<file path="config.mk">
export PLATFORM = sky130hd
export DESIGN_NAME = base48_id_codec_unit
export DESIGN_NICKNAME = d
export VERILOG_FILES = /design/src/design/b48id_pkg.sv /design/src/design/base48_id_codec_unit.sv /design/src/design/b48id_decode.sv
export SDC_FILE = /design/constraint.sdc
export NUM_CORES = 2
export LEC_CHECK = 0
export ABC_AREA = 1
export BUFFER_PORTS_ARGS = -buffer_cell sky130_fd_sc_hd__buf_4
export CORE_ASPECT_RATIO = 1.4
export CORE_UTILIZATION = 52
export DETAILED_ROUTE_END_ITERATION = 12
export PLACE_DENSITY = 0.67
export SETUP_SLACK_MARGIN = 0.1
export SYNTH_ARGS = -nofsm -noshare
export SYNTH_HDL_FRONTEND = slang
export SYNTH_SLANG_ARGS = --single-unit
</file>
<file path="constraint.sdc">
create_clock -name clk -period 45.1 [get_ports clk]
set_clock_uncertainty 0.2 [all_clocks]
set_input_delay 4.51 -clock clk [delete_from_list [all_inputs] [get_ports clk]]
set_output_delay 4.51 -clock clk [all_outputs]
set_load 0.01 [all_outputs]
</file>
<file path="src/design/b48id_pkg.sv">
// ----------------------------------------------------------------------------
// b48id_pkg
// Shared widths, character constants, alphabet table and digit helpers for
// the base-48 identifier codec.
// ----------------------------------------------------------------------------
package b48id_pkg;

  localparam int NUM_W      = 48;
  localparam int TEXT_W     = 40;
  localparam int CHAR_W     = 8;
  localparam int CHARS_WORD = TEXT_W / CHAR_W;
  localparam int N_CHARS    = 2 * CHARS_WORD;
  localparam int DIG_W      = 6;
  localparam int N_DIG      = 9;
  localparam int RADIX      = 48;
  localparam int ACC_W      = 51;
  localparam int DAB_W      = NUM_W + N_DIG * DIG_W;
  localparam int DAB_STAGES = 8;
  localparam int DAB_ITERS  = NUM_W / DAB_STAGES;
  localparam int DEC_STAGES = DAB_STAGES;

  localparam logic [CHAR_W-1:0] CHAR_UNDERSCORE = 8'h5F;
  localparam logic [CHAR_W-1:0] CHAR_ZERO       = 8'h30;
  localparam logic [CHAR_W-1:0] CHAR_NINE       = 8'h39;

  // a digit at or above half the radix overflows when doubled
  localparam logic [DIG_W-1:0] DIG_HALF = 6'd24;
  localparam logic [DIG_W-1:0] DIG_ADJ  = 6'd8;
  localparam logic [DIG_W-1:0] DIG_TOP_MAX = 6'd9;

  // symbol 0 in the top byte
  localparam logic [RADIX*CHAR_W-1:0] ALPHABET =
      "0123456789abcdefhijkmnpqrstuvwxyzABCDEFHIJKLMPRU";

  // weight of digit m, digit 0 being the leading decimal digit
  localparam logic [ACC_W-1:0] DIG_WEIGHT [N_DIG] = '{
    51'd28179280429056, 51'd587068342272, 51'd12230590464,
    51'd254803968,      51'd5308416,      51'd110592,
    51'd2304,           51'd48,           51'd1
  };

  typedef enum logic {
    ACT_ENCODE = 1'b0,
    ACT_DECODE = 1'b1
  } action_t;

  typedef struct packed {
    logic             ok;
    logic [DIG_W-1:0] val;
  } digit_t;

  typedef struct packed {
    logic [NUM_W-1:0] value;
    logic             invalid;
  } dec_res_t;

  function automatic logic [CHAR_W-1:0] alpha_char(input logic [DIG_W-1:0] d);
    logic [CHAR_W-1:0] c;
    c = '0;
    if (d < DIG_W'(RADIX)) begin
      c = ALPHABET[CHAR_W*(RADIX-1-int'(d)) +: CHAR_W];
    end
    return c;
  endfunction

  // alphabet has no NUL, so a zero byte never matches
  function automatic digit_t digit_lookup(input logic [CHAR_W-1:0] c);
    digit_t r;
    int     k;
    r = '0;
    for (k = 0; k < RADIX; k++) begin
      if (c == ALPHABET[CHAR_W*(RADIX-1-k) +: CHAR_W]) begin
        r.ok  = 1'b1;
        r.val = DIG_W'(k);
      end
    end
    return r;
  endfunction

  // one shift-and-adjust step: digits in the top field, binary bits below
  function automatic logic [DAB_W-1:0] dabble_step(input logic [DAB_W-1:0] s);
    logic [DAB_W-1:0] t;
    int               j;
    t = s;
    for (j = 0; j < N_DIG; j++) begin
      if (t[NUM_W+DIG_W*j +: DIG_W] >= DIG_HALF) begin
        t[NUM_W+DIG_W*j +: DIG_W] = t[NUM_W+DIG_W*j +: DIG_W] + DIG_ADJ;
      end
    end
    return {t[DAB_W-2:0], 1'b0};
  endfunction

  function automatic logic [DAB_W-1:0] dabble_stage(input logic [DAB_W-1:0] s);
    logic [DAB_W-1:0] t;
    int               i;
    t = s;
    for (i = 0; i < DAB_ITERS; i++) begin
      t = dabble_step(t);
    end
    return t;
  endfunction

endpackage

</file>
<file path="src/design/base48_id_codec_unit.sv">
// ----------------------------------------------------------------------------
// base48_id_codec_unit
// 48-bit number <-> 10-character identifier ('_', decimal digit, eight
// base-48 symbols), one word per cycle in either direction unless out_stall holds the pipeline.
// ----------------------------------------------------------------------------
//  channel | handshake          | payload
//  --------+--------------------+--------------------------------------------
//  in      | in_valid/in_stall  | in_action, in_number, in_text_high/low
//  out     | out_valid/out_stall| out_value_out, out_chars_high/low, out_invalid
//
//  Input stage, eight conversion stages, output stage; one word accepted per cycle unless stalled.
//  The depth is set by the binary-to-base-48 shift-and-adjust conversion:
//  48 steps, six per stage over eight stages. Decode runs alongside.
//  Reset clears the stage valid bits only; no clearing pass.
//  Each stage moves on when it is empty or the next stage moves, so bubbles
//  fill while a finished word waits on out_stall.
// ----------------------------------------------------------------------------
module base48_id_codec_unit
  import b48id_pkg::*;
(
  input  logic              clk,
  input  logic              rst_n,
  input  logic              in_valid,
  output logic              in_stall,
  input  logic              in_action,
  input  logic [NUM_W-1:0]  in_number,
  input  logic [TEXT_W-1:0] in_text_high,
  input  logic [TEXT_W-1:0] in_text_low,
  output logic              out_valid,
  input  logic              out_stall,
  output logic [NUM_W-1:0]  out_value_out,
  output logic [TEXT_W-1:0] out_chars_high,
  output logic [TEXT_W-1:0] out_chars_low,
  output logic              out_invalid
);

  localparam int OUT_STG = DAB_STAGES + 1;

  logic [OUT_STG+1:0] en;
  logic [OUT_STG:0]   v_r;
  logic [OUT_STG:0]   v_nxt;
  action_t            act_r   [0:DAB_STAGES];
  logic [DAB_W-1:0]   dab_r   [0:DAB_STAGES];
  logic [DAB_W-1:0]   dab_nxt [0:DAB_STAGES];
  logic [TEXT_W-1:0]  text_high_r;
  logic [TEXT_W-1:0]  text_low_r;
  dec_res_t           dec_res;

  logic [NUM_W-1:0]   value_r,  value_nxt;
  logic [TEXT_W-1:0]  chars_high_r, chars_high_nxt;
  logic [TEXT_W-1:0]  chars_low_r,  chars_low_nxt;
  logic               invalid_r, invalid_nxt;

  // stage k loads when empty or when stage k+1 loads
  always_comb begin
    en[OUT_STG+1] = !out_stall;
    for (int k = OUT_STG; k >= 0; k--) begin
      en[k] = !v_r[k] || en[k+1];
    end
  end

  assign in_stall = !en[0];

  always_comb begin
    v_nxt = v_r;
    if (en[0]) begin
      v_nxt[0] = in_valid;
    end
    for (int k = 1; k <= OUT_STG; k++) begin
      if (en[k]) begin
        v_nxt[k] = v_r[k-1];
      end
    end
  end

  always_comb begin
    dab_nxt[0] = {{(N_DIG*DIG_W){1'b0}}, in_number};
    for (int k = 1; k <= DAB_STAGES; k++) begin
      dab_nxt[k] = dabble_stage(dab_r[k-1]);
    end
  end

  // output stage: pick the encode or decode side
  always_comb begin
    logic [DIG_W-1:0] d;
    d              = '0;
    value_nxt      = '0;
    invalid_nxt    = 1'b0;
    chars_high_nxt = '0;
    chars_low_nxt  = '0;
    if (act_r[DAB_STAGES] == ACT_DECODE) begin
      value_nxt   = dec_res.value;
      invalid_nxt = dec_res.invalid;
    end else begin
      d = dab_r[DAB_STAGES][DAB_W-1 -: DIG_W];
      chars_high_nxt[TEXT_W-1 -: CHAR_W]          = CHAR_UNDERSCORE;
      chars_high_nxt[TEXT_W-CHAR_W-1 -: CHAR_W]   = CHAR_ZERO + {4'h0, d[3:0]};
      // symbols 2..4 in the high word, 5..9 in the low word
      for (int m = 0; m < N_DIG - 1; m++) begin
        d = dab_r[DAB_STAGES][NUM_W+DIG_W*(N_DIG-2-m) +: DIG_W];
        if (m < CHARS_WORD - 2) begin
          chars_high_nxt[CHAR_W*(CHARS_WORD-3-m) +: CHAR_W] = alpha_char(d);
        end else begin
          chars_low_nxt[CHAR_W*(N_CHARS-3-m) +: CHAR_W] = alpha_char(d);
        end
      end
    end
  end

  always_ff @(posedge clk) begin
    if (!rst_n) begin
      v_r <= '0;
    end else begin
      v_r <= v_nxt;
    end
  end

  always_ff @(posedge clk) begin
    if (en[0]) begin
      act_r[0]    <= action_t'(in_action);
      dab_r[0]    <= dab_nxt[0];
      text_high_r <= in_text_high;
      text_low_r  <= in_text_low;
    end
    for (int k = 1; k <= DAB_STAGES; k++) begin
      if (en[k]) begin
        act_r[k] <= act_r[k-1];
        dab_r[k] <= dab_nxt[k];
      end
    end
    if (en[OUT_STG]) begin
      value_r      <= value_nxt;
      invalid_r    <= invalid_nxt;
      chars_high_r <= chars_high_nxt;
      chars_low_r  <= chars_low_nxt;
    end
  end

  b48id_decode u_decode (
    .clk       (clk),
    .stage_en  (en[DEC_STAGES:1]),
    .text_high (text_high_r),
    .text_low  (text_low_r),
    .res       (dec_res)
  );

  assign out_valid      = v_r[OUT_STG];
  assign out_value_out  = value_r;
  assign out_chars_high = chars_high_r;
  assign out_chars_low  = chars_low_r;
  assign out_invalid    = invalid_r;

`ifndef SYNTHESIS
  a_accept_loads: assert property (@(posedge clk) disable iff (!rst_n)
    in_valid && !in_stall |=> v_r[0])
    else $error("accepted word not captured in input stage");

  a_top_digit: assert property (@(posedge clk) disable iff (!rst_n)
    v_r[DAB_STAGES] && (act_r[DAB_STAGES] == ACT_ENCODE)
      |-> dab_r[DAB_STAGES][DAB_W-1 -: DIG_W] <= DIG_TOP_MAX)
    else $error("leading decimal digit out of range");

  a_encode_form: assert property (@(posedge clk) disable iff (!rst_n)
    out_valid && (out_chars_high != '0)
      |-> (out_chars_high[TEXT_W-1 -: CHAR_W] == CHAR_UNDERSCORE)
          && (out_value_out == '0) && !out_invalid)
    else $error("encode result malformed");

  a_invalid_clear: assert property (@(posedge clk) disable iff (!rst_n)
    out_valid && out_invalid
      |-> (out_value_out == '0) && (out_chars_high == '0) && (out_chars_low == '0))
    else $error("invalid decode carries data");
`endif

endmodule

</file>
<file path="src/design/b48id_decode.sv">
// ----------------------------------------------------------------------------
// b48id_decode
// Pipelined text-to-number path: symbol lookup, weighted digit sums in an
// adder tree, range check, then delay to line up with the encode stages.
// ----------------------------------------------------------------------------
module b48id_decode
  import b48id_pkg::*;
(
  input  logic                  clk,
  input  logic [DEC_STAGES-1:0] stage_en,
  input  logic [TEXT_W-1:0]     text_high,
  input  logic [TEXT_W-1:0]     text_low,
  output dec_res_t              res
);

  logic [DIG_W-1:0] dig_r   [N_DIG];
  logic [DIG_W-1:0] dig_nxt [N_DIG];
  logic             ok_r    [1:4];
  logic             ok1_nxt;
  logic [ACC_W-1:0] p2_r    [5];
  logic [ACC_W-1:0] p2_nxt  [5];
  logic [ACC_W-1:0] p3_r    [3];
  logic [ACC_W-1:0] p4_r    [2];
  logic [ACC_W-1:0] acc;
  dec_res_t         res5_nxt;
  dec_res_t         res_r   [5:DEC_STAGES];

  // stage 1: character checks and digit values
  always_comb begin
    logic [CHAR_W-1:0] ch [N_CHARS];
    digit_t            dl;
    int                i;
    for (i = 0; i < N_CHARS; i++) begin
      if (i < CHARS_WORD) begin
        ch[i] = text_high[CHAR_W*(CHARS_WORD-1-i) +: CHAR_W];
      end else begin
        ch[i] = text_low[CHAR_W*(N_CHARS-1-i) +: CHAR_W];
      end
    end
    ok1_nxt    = (ch[0] == CHAR_UNDERSCORE) && (ch[1] >= CHAR_ZERO) && (ch[1] <= CHAR_NINE);
    dig_nxt[0] = {2'b00, ch[1][3:0]};
    for (i = 1; i < N_DIG; i++) begin
      dl         = digit_lookup(ch[i+1]);
      ok1_nxt    = ok1_nxt & dl.ok;
      dig_nxt[i] = dl.val;
    end
  end

  // stage 2: weighted digits, summed in pairs
  always_comb begin
    int j;
    for (j = 0; j < 4; j++) begin
      p2_nxt[j] = ACC_W'(dig_r[2*j]) * DIG_WEIGHT[2*j]
                + ACC_W'(dig_r[2*j+1]) * DIG_WEIGHT[2*j+1];
    end
    p2_nxt[4] = ACC_W'(dig_r[N_DIG-1]) * DIG_WEIGHT[N_DIG-1];
  end

  // stage 5: final sum and range check
  always_comb begin
    acc = p4_r[0] + p4_r[1];
    if (ok_r[4] && (acc[ACC_W-1:NUM_W] == '0)) begin
      res5_nxt.value   = acc[NUM_W-1:0];
      res5_nxt.invalid = 1'b0;
    end else begin
      res5_nxt.value   = '0;
      res5_nxt.invalid = 1'b1;
    end
  end

  always_ff @(posedge clk) begin
    if (stage_en[0]) begin
      dig_r   <= dig_nxt;
      ok_r[1] <= ok1_nxt;
    end
    if (stage_en[1]) begin
      p2_r    <= p2_nxt;
      ok_r[2] <= ok_r[1];
    end
    if (stage_en[2]) begin
      p3_r[0] <= p2_r[0] + p2_r[1];
      p3_r[1] <= p2_r[2] + p2_r[3];
      p3_r[2] <= p2_r[4];
      ok_r[3] <= ok_r[2];
    end
    if (stage_en[3]) begin
      p4_r[0] <= p3_r[0] + p3_r[1];
      p4_r[1] <= p3_r[2];
      ok_r[4] <= ok_r[3];
    end
    if (stage_en[4]) begin
      res_r[5] <= res5_nxt;
    end
    for (int k = 6; k <= DEC_STAGES; k++) begin
      if (stage_en[k-1]) begin
        res_r[k] <= res_r[k-1];
      end
    end
  end

  assign res = res_r[DEC_STAGES];

endmodule
</file>
==> reports/qor.json <==
{
  "grt_pass1_wl_um": 205000,
  "routabilityCongestion": 0.864,
  "areal_power_density_over_the_cells_mw_per_mm2": 68.8,
  "nNetsFinal": 7918,
  "cts_tree": "built",
  "worst-r2r-cell-count": 20,
  "nFillCells": 10400,
  "route.detailed.drc": 0,
  "synth.largest_area_cell": "edfxtp_1",
  "worst_skew_pair.late_latency_ns": 0.74,
  "synth-seq-area-share_pct": 52.0,
  "setup_tns_ns": 0,
  "io_buffer_count": 251,
  "post_cts_resize_count": 0,
  "layout-drive-gt1-share_pct": 7.76,
  "viasPerCell": 5.11,
  "crit_path_cell_trace": "buf_4 -> nand2_4 -> nor2_1 -> inv_4 -> nor2_1 -> inv_4 -> nor2_1 -> inv_4 -> nor2_1 -> inv_4 -> nor2_1 -> inv_4 -> nor2_1 -> inv_4 -> nor2_1 -> inv_6 -> nor2_1 -> inv_4 -> nor2_1 -> buf_4",
  "drt_pre_antenna_iters": 8,
  "io_pins": 264,
  "max_clock_freq_mhz": 65.8,
  "timing.critical_path.from": "out_stall",
  "postCtsSetupBuffers": 0,
  "detail_route.wl_per_cell_um": 13.7,
  "rsz0062_at_grt": "no",
  "worstPathMaxFanout": 54,
  "rr_endpoint": "text_high_r[24]",
  "tritoncts.num_buffers": 108,
  "start_kind": "primary input",
  "place_hpwl_um": 95900,
  "critical_path_class": "in2out",
  "setup_viol": 0,
  "syn_avg_cell_area_um2": 9.26,
  "timing.critical_path.buf_inv": 10,
  "synth.cell_area_mm2": 0.0648,
  "critPathMostFrequentCell": "nor2_1",
  "routed_wl_um": 123000,
  "synthMostInstantiatedCell": "nand2_1",
  "postSynth.topFlopCell": "edfxtp_1",
  "globalRoute.totalOverflow": 0,
  "clkSlewWorstSetupHoldPaths_ns": 0.06,
  "cp_slowest_cell": "inv_4",
  "grt_pass1_vias": 44400,
  "cts.root.buffer_cell": "clkbuf_16",
  "antenna_found_initial": 3,
  "hold_viol_final": 0,
  "final_period_minus_worst_setup_slack_ns": 15.21,
  "arrival_time_worst_endpoint_ns": 10.50,
  "die_width_um": 300,
  "timing.critical_path.depth": 20,
  "grt_start_max_net_pins": 84,
  "fp.dieArea_mm2": 0.126,
  "detailedRoute.firstIterationViolations": 1969,
  "syn_warnings": 0,
  "worst_path_dominant_cell_family": "buffers and inverters",
  "ir_drop_v": 0.0000385,
  "timing.max_cap.violations": 0,
  "area_growth_pct": 11.7,
  "clock_tree.htree_level_count": 3,
  "ant_nets": 0,
  "synth_top_cells_by_count": "1412 x nand2_1, 1390 x inv_1, 1115 x edfxtp_1, 626 x nor2_1, 424 x ha_1",
  "die_height_um": 420,
  "timing.max_slew.rel_slack_pct": 30.8,
  "run_status": "finished clean",
  "synth.ff_latch_count": 1125,
  "reg2reg_slack_ns": 37.18,
  "worst_ep_required_time_ns": 40.39,
  "syn_inst": 6997,
  "regToRegStartpoint": "v_r[9]",
  "hold_slack_ns": 0.199,
  "vias": 46200,
  "clock-sinks": 1125,
  "worst-slew-pin-transition_ns": 1.04,
  "p_leak_nw": 35.4,
  "dpl_worst_slack_ns": 29.65,
  "synthDominantCellAreaShare_pct": 51.7,
  "hp-class": "reg2reg",
  "critPathMaxStageDelay_ns": 0.54,
  "floorplan.rows": 152,
  "core-area_mm2": 0.123,
  "final.setup.worst_slack_ns": 29.89,
  "synth_edf_count": 1115,
  "global_route.usage.total_pct": 19.7,
  "cts_max_path_buffers": 3,
  "crit_end": "in_stall",
  "post_cts_hold_buffer_count": 0,
  "yosys.cell_types.count": 74,
  "initial_core_util_pct": 52.7,
  "yosys-top-cells-area": "edfxtp_1 52%, ha_1 8.2%, nand2_1 8.2%, inv_1 8.1%, nor2_1 3.6%",
  "synthArstFlopShare_pct": 0,
  "final.period_utilization_pct": 33.7,
  "finalMaxSlewViolations": 0,
  "end_kind": "primary output"
}
==> power breakdown <==
part / switching (mW) / internal, mW / leakage [nW]
combinational: 1.54 / 0.853 / 20.8
sequential: 0.144 / 1.49 / 12.8
clock: 0.401 / 0.554 / 1.82
==> metrics by stage <==
| step | std cells | area (µm²) | utilization (%) | power [mW] |
|---|---|---|---|---|
| finish | 9033 | 72400 | 58.8 | 4.98 |
| global route | 9031 | 72400 | 58.8 | 5.50 |
| CTS | 9031 | 72400 | 58.8 | 5.03 |
| detailed placement | 8826 | 68600 | 55.7 | 4.05 |
| global placement | 8826 | 68600 | 55.7 | 3.95 |
| floorplan | 7010 | 64800 | - | 3.53 |
==> metal layers <==
metal  vias up  global-route usage [%]  part of all wire [%]
met2       890                    37.2                    52
li1      24000                       -                     -
met4         2                    6.42                   2.6
met5         -                       0                 0.011
met3       214                    2.66                   4.1
met1     21100                    22.8                    41
==> worst min-delay path by stage <==
| stage | startpoint | to | slack, ns | cells past startpoint |
|---|---|---|---|---|
| finish | dab_r[0][113] | dab_r[0][221] | 0.20 | 0 |
| global route | dab_r[0][223] | dab_r[0][331] | 0.19 | 0 |
| CTS | dab_r[0][224] | dab_r[0][332] | 0.19 | 0 |
| detailed placement | act_r[0][2] | act_r[0][3] | 0.20 | 0 |
| global placement | dab_r[0][336] | dab_r[0][444] | 0.20 | 0 |
| floorplan | act_r[0][0] | act_r[0][1] | 0.20 | 0 |
==> flip-flops by register name, indices dropped and copies added (netlist names) <==
signal,cells
text_high_r,40
u_decode.p3_r,64
out_chars_low,35
text_low_r,40
u_decode.p2_r,82
dab_r,464
u_decode.res_r,196
v_r,10
out_invalid,1
u_decode.dig_r,52
out_value_out,48
out_chars_high,27
act_r,9
u_decode.ok_r,4
u_decode.p4_r,53
==> layout make-up <==
| type | instances | area [µm²] | area share, % |
|---|---|---|---|
| diodes | 2 | 5.00 | 0.00691 |
| clock buffers | 122 | 2780 | 3.84 |
| clock inverters | 83 | 1050 | 1.45 |
| inverters | 1403 | 5290 | 7.31 |
| multi-input cells | 4418 | 25600 | 35.3 |
| flip-flops and latches | 1125 | 33700 | 46.5 |
| well taps | 1617 | 2020 | 2.80 |
| repair buffers | 263 | 1970 | 2.73 |
==> cells in the final DEF, fill, tap and decap left out, types with 42 or more instances in the layout <==
master	instances
nor2_1	626
clkbuf_16	109
fa_1	42
xnor2_1	66
o21ai_0	335
nand3_1	269
inv_1	1381
a21oi_1	302
nor3_1	120
edfxtp_1	1115
ha_1	424
nand4_1	131
buf_4	263
xor2_1	166
nand2_1	1411
o21ai_1	61
==> cells by family (layout without fill, tap and decap cells) <==
kind of cell / count (synthesis) / count (layout) / synth area share (%)
adder cells (fa/ha/maj): 466 / 466 / 9.49
other: 1 / 16 / 0.00579
AND/OR/NAND/NOR: 2726 / 2726 / 17.9
AO/OA/AOI/OAI: 980 / 980 / 8.87
XOR/XNOR: 232 / 232 / 3.14
buffers and inverters: 1467 / 1871 / 8.63
flip-flops: 1125 / 1125 / 52.0
(Power assumes the default switching activity.)
